**src/rtl/ifp_div_cell.sv**
```systemverilog
// One restoring division step for several lanes, with a registered sideband.
module ifp_div_cell #(
    parameter int D      = 16,
    parameter int QW     = 16,
    parameter int LANES  = 1,
    parameter int SIDE_W = 1
) (
    input  logic                          i_clk,
    input  logic                          i_rst_n,
    input  logic                          i_en,
    input  logic                          i_valid,
    input  logic [LANES-1:0][D-1:0]       i_div,
    input  logic [LANES-1:0][D-1:0]       i_rem,
    input  logic [LANES-1:0][QW-1:0]      i_dq,
    input  logic [SIDE_W-1:0]             i_side,
    output logic                          o_valid,
    output logic [LANES-1:0][D-1:0]       o_div,
    output logic [LANES-1:0][D-1:0]       o_rem,
    output logic [LANES-1:0][QW-1:0]      o_dq,
    output logic [SIDE_W-1:0]             o_side
);

    logic                     r_valid;
    logic [LANES-1:0][D-1:0]  r_div;
    logic [LANES-1:0][D-1:0]  r_rem;
    logic [LANES-1:0][QW-1:0] r_dq;
    logic [SIDE_W-1:0]        r_side;
    logic [LANES-1:0][D-1:0]  n_rem;
    logic [LANES-1:0][QW-1:0] n_dq;

    for (genvar l = 0; l < LANES; l++) begin : g_lane
        logic [D:0] w_trial;
        logic       w_ge;
        assign w_trial  = {i_rem[l], i_dq[l][QW-1]};
        assign w_ge     = (w_trial >= {1'b0, i_div[l]});
        assign n_rem[l] = w_ge ? D'(w_trial - {1'b0, i_div[l]}) : w_trial[D-1:0];
        assign n_dq[l]  = {i_dq[l][QW-2:0], w_ge};
    end

    always_ff @(posedge i_clk) begin
        if (!i_rst_n) begin
            r_valid <= 1'b0;
        end else if (i_en) begin
            r_valid <= i_valid;
        end
    end

    always_ff @(posedge i_clk) begin
        if (i_en) begin
            r_div  <= i_div;
            r_rem  <= n_rem;
            r_dq   <= n_dq;
            r_side <= i_side;
        end
    end

    assign o_valid = r_valid;
    assign o_div   = r_div;
    assign o_rem   = r_rem;
    assign o_dq    = r_dq;
    assign o_side  = r_side;

endmodule

```
**src/rtl/ifp_div_chain.sv**
```systemverilog
// Row of division cells that yields one quotient bit per cell.
module ifp_div_chain #(
    parameter int D      = 16,
    parameter int QW     = 16,
    parameter int LANES  = 1,
    parameter int SIDE_W = 1
) (
    input  logic                     i_clk,
    input  logic                     i_rst_n,
    input  logic                     i_en,
    input  logic                     i_valid,
    input  logic [LANES-1:0][D-1:0]  i_div,
    input  logic [LANES-1:0][D-1:0]  i_rem,
    input  logic [LANES-1:0][QW-1:0] i_dq,
    input  logic [SIDE_W-1:0]        i_side,
    output logic                     o_valid,
    output logic [LANES-1:0][QW-1:0] o_quo,
    output logic [SIDE_W-1:0]        o_side
);

    logic                     w_valid [QW+1];
    logic [LANES-1:0][D-1:0]  w_div   [QW+1];
    logic [LANES-1:0][D-1:0]  w_rem   [QW+1];
    logic [LANES-1:0][QW-1:0] w_dq    [QW+1];
    logic [SIDE_W-1:0]        w_side  [QW+1];

    assign w_valid[0] = i_valid;
    assign w_div[0]   = i_div;
    assign w_rem[0]   = i_rem;
    assign w_dq[0]    = i_dq;
    assign w_side[0]  = i_side;

    for (genvar k = 0; k < QW; k++) begin : g_cell
        ifp_div_cell #(
            .D(D), .QW(QW), .LANES(LANES), .SIDE_W(SIDE_W)
        ) u_cell (
            .i_clk   (i_clk),
            .i_rst_n (i_rst_n),
            .i_en    (i_en),
            .i_valid (w_valid[k]),
            .i_div   (w_div[k]),
            .i_rem   (w_rem[k]),
            .i_dq    (w_dq[k]),
            .i_side  (w_side[k]),
            .o_valid (w_valid[k+1]),
            .o_div   (w_div[k+1]),
            .o_rem   (w_rem[k+1]),
            .o_dq    (w_dq[k+1]),
            .o_side  (w_side[k+1])
        );
    end

    assign o_valid = w_valid[QW];
    assign o_quo   = w_dq[QW];
    assign o_side  = w_side[QW];

endmodule

```
**config.mk**
```make
export PLATFORM = sky130hd
export DESIGN_NAME = ifp_div_chain
export DESIGN_NICKNAME = d
export VERILOG_FILES = /design/src/rtl/ifp_div_cell.sv /design/src/rtl/ifp_div_chain.sv
export SDC_FILE = /design/constraint.sdc
export NUM_CORES = 1
export LEC_CHECK = 0
export ABC_AREA = 1
export BUFFER_PORTS_ARGS = -buffer_cell sky130_fd_sc_hd__buf_2
export CAP_MARGIN = 20
export CORE_MARGIN = 3
export CORE_UTILIZATION = 60
export CTS_CLUSTER_SIZE = 24
export DETAILED_ROUTE_END_ITERATION = 16
export PLACE_DENSITY_LB_ADDON = 0.12
export SLEW_MARGIN = 20
export SYNTH_ARGS = -nofsm -noshare
export SYNTH_HDL_FRONTEND = slang
export SYNTH_HIERARCHICAL = 1
export SYNTH_SLANG_ARGS = --single-unit
```
**constraint.sdc**
```tcl
create_clock -name i_clk -period 2.5 [get_ports i_clk]
set_input_delay 0.375 -clock i_clk [delete_from_list [all_inputs] [get_ports i_clk]]
set_output_delay 0.375 -clock i_clk [all_outputs]
set_load 0.005 [all_outputs]
```
After elaboration in Yosys (flattened, before gate mapping)
Cells that the tools add are included.
{ "totals": {"inputBits": 53, "register_bits": 768, "out_inout_bits": 18, "word_cells": 124} }
{ "op_classes": {"n_lt_le_gt_ge": 16, "n_addsub": 15, "n_mux": 15} }
{ "op_table": {"columns": ["op", "count"], "rows": [
  ["$ge A17 B16 Y1", 16],
  ["$mux W16", 15],
  ["$sub A16 B16 Y16", 15]
]} }

Longest topological paths before layout
{ "depth": {"depth_word": 2, "depth_mapped": 14, "depth_no_buf": 13} }

By module
The synthesis kept the hierarchy.
{ "by_module_without_submodules": {"columns": ["mod", "cells_per_inst", "seq_area_each_um2", "instances", "area_each_um2"], "rows": [
  ["ifp_div_cell at g_cell[11].u_cell ...", 322, 1491.4, 11, 2824.0],
  ["ifp_div_cell at g_cell[0].u_cell ...", 325, 1491.4, 4, 2947.8],
  ["ifp_div_cell at g_cell[15].u_cell", 328, 1491.4, 1, 2979.1]
]} }

Worst setup path after synthesis
No wires, ideal clock.
{ "synth_path": {"path_type": "input to register", "start": "input i_div[2] (netlist name)", "end": "register g_cell[0].u_cell.r_rem, in the netlist g_cell[0].u_cell/o_rem[6] (data pin)", "n_path_buf": 2, "t_required_ns": 2.248, "setup_ns": 0.252, "arrival_ns": 1.620, "slack_ns": 0.628, "cell_stages": 14, "path_cell_list": "inv_1 -> ha_1 -> buf_4 -> nand2_1 -> nand2_1 -> nand2_1 -> nand3_2 -> nand2_2 -> nand2_4 -> nand2_4 -> nand2_8 -> buf_12 -> nand2_2 -> nand2_1"} }
{ "synth_lines": {"columns": ["item", "line", "source"], "rows": [
  ["start: declaration", "ifp_div_chain.sv:12", "input logic [LANES-1:0][D-1:0] i_div,"],
  ["end signal: assignment", "ifp_div_cell.sv:51", "r_rem <= n_rem;"],
  ["end: declaration", "ifp_div_cell.sv:25", "logic [LANES-1:0][D-1:0] r_rem;"]
]} }

==> run summary <==
Cell repeated most along the worst path: nand2_1
Syn avg cell area: 8.87 um2
Sw frac: 40.2%
Final hold vios: 0
RSZ-0062 raised after global routing: false
Worst setup startpoint: g_cell[7].u_cell/o_div[3]$_DFFE_PP_
Slew Viols, Final: 0
Min-delay worst type: primary input to register
Setup Crit Path Kind: register to register
GRT overflow: 0
Worst R2R Start: g_cell[7].u_cell/o_div[3]$_DFFE_PP_
Initial antenna violation count: 2
PwrDens: 1130 nW/um2
Total Routing Usage GR: 25.8%
# clock sinks: 768
CP Cell Sequence: inv_1 > ha_1 > nand2_1 > inv_1 > nand2_1 > nand2_1 > nand2_1 > nand3_2 > nand2_1 > nand2_2 > inv_1 > nand2_1 > nand2_1
Most common cell after layout, fill and taps aside: nand2_1
Core area: 72100 um2
Period utilisation layout: 93.8%
Gpl congestion: 0.910
Crit start category: register
Root Buffer: clkbuf_16
Die area: 76800 um2
Pin count of the biggest net entering global routing: 96
Combinational power share: 42.6%
Worst hold slack: 0.0639 ns
Status: finished, final reports clean
Drt pass-1 iters: 5
NumNets Final: 5492
Vias per cell: 5.13
Setup total negative slack: 0 ns
Setup Skew: 0.0224 ns
FP Rows: 98
DP Worst Slack: 0.0972 ns
Clk buf depth: 3
Net Sw Power: 22.0 mW
Vias in the first global route: 30200
DRC: 0
Finish-stage setup viols: 0
Detail Route Antenna Nets: 0
Hold wc startpoint: i_div[15]
Clock-pin slew on the worst setup and hold paths: 0.06 ns
Syn Std Cell Area: 44100 um2
Placed cell count: 5998
Max-capacitance violation count: 0
DRT Wirelength: 99800 um
Register share of total power: 36.0%
Initial Util: 61.2%
DIE WIDTH: 277 um
Synthesis-to-layout area growth: 10.0%
Most frequent cells in the layout: nand2_1 (1756), inv_1 (941), edfxtp_1 (752), nand3_1 (299), ha_1 (256)
Share of cells above drive strength 1: 9.14%
Clock insertion delay at the later pin of the skew report: 0.63 ns
First-pass GRT wire length: 158000 um
Max Clock Freq: 0.426 GHz
Filler Cell Count: 5909
Cells after Synth: 4970
Detail Placement HPWL: 77100 um
Int Power: 32.8 mW
Measured slew at the worst slew-check pin: 0.568 ns
Number of I/O pins: 71
Port Buffer Count: 70
Crit-path max FO: 14
Crit end category: register
Critical Path AT: 2.80 ns
Clock power frac: 21.4%
Worst EP required: 2.96 ns
TritonCTS clock tree: built
LEAKAGE: 23.9 nW
Iteration-0 DRC Markers: 2281
Yosys warns: 6
Fin cells: 6181
Final WS setup: 0.154 ns
Vias: 31700
Worst path slowest cell: edfxtp_1
VDD IR-drop max: 0.691 mV
Net Count, Synth: 5294
Cts bufs inserted: 82
CP peak stage delay: 0.46 ns
Routed wire per std cell: 16.1 um
Post-layout min period: 2.35 ns
H-tree Lvls: 3
Slew HR: 62.1%
Die Ht: 277 um
==> layer usage <==
| layer | GRT usage (%) | share of wire [%] | up-vias |
|---|---|---|---|
| met1 | 33.7 | 43 | 14400 |
| met3 | 3.20 | 4.9 | 212 |
| met4 | 9.71 | 3.6 | 0 |
| met2 | 44.3 | 49 | 830 |
| met5 | 0 | 0 | - |
| li1 | - | - | 16200 |
==> registers in the layout, indices dropped and copies added (netlist names) <==
register               cells
g_cell.u_cell/o_side      16
g_cell.u_cell/o_rem      240
g_cell.u_cell/o_valid     16
g_cell.u_cell/o_div      240
g_cell.u_cell/o_dq       256
==> stage by stage <==
stage          total power [mW]  cell area, um2  utilization (%)
6_report                   54.9           48500             67.3
5_1_grt                    59.2           48500             67.3
4_1_cts                    55.0           48500             67.2
3_5_place_dp               43.0           45600             63.2
3_3_place_gp               42.7           45600             63.2
2_1_floorplan              37.5           44100                -
==> final cells by class <==
cell class | instances | area, um2 | share of cell area, %
antenna | 2 | 5.00 | 0.0103
timing repair buffer | 165 | 1300 | 2.69
clock buffer | 91 | 2090 | 4.30
sequential | 768 | 22900 | 47.2
clock inverter | 54 | 509 | 1.05
multi-input combinational | 3192 | 16900 | 34.9
inverter | 959 | 3600 | 7.42
tap | 950 | 1190 | 2.45
==> what timing repair did <==
action                     CTS  global route
setup endpoints to repair    0             6
hold buffers                32             0
setup buffers                0             4
hold endpoints to repair    32             0
gates resized for setup      0             1
==> worst max-delay path, delay by kind of cell (launching register included) <==
family | cells | cell delay (ns)
fa+ha+maj | 1 | 0.36
flops | 1 | 0.46
simple gates | 9 | 0.84
buf+inv | 3 | 0.53
==> final timing paths <==
kind	cells after the start	slack, ns	endpoint
worst max-delay path	13	0.15	g_cell[8].u_cell/o_rem[13]$_DFFE_PP_
worst min-delay path	1	0.06	g_cell[0].u_cell/o_div[15]$_DFFE_PP_
worst max register to register	13	0.15	g_cell[8].u_cell/o_rem[13]$_DFFE_PP_
worst min register to register	0	0.41	g_cell[10].u_cell/o_dq[8]$_DFFE_PP_
==> power by group through the flow <==
stage                     clock network (mW)  logic (mW)  registers (mW)
final                                   11.7        23.4            19.8
after global routing                    12.6        26.7            19.9
after CTS                               12.1        23.2            19.8
after detailed placement                   0        23.0            20.0
after global placement                     0        22.7            20.0
after floorplan                            0        18.5            19.0
Note: power is estimated with default switching activity, not from simulation.
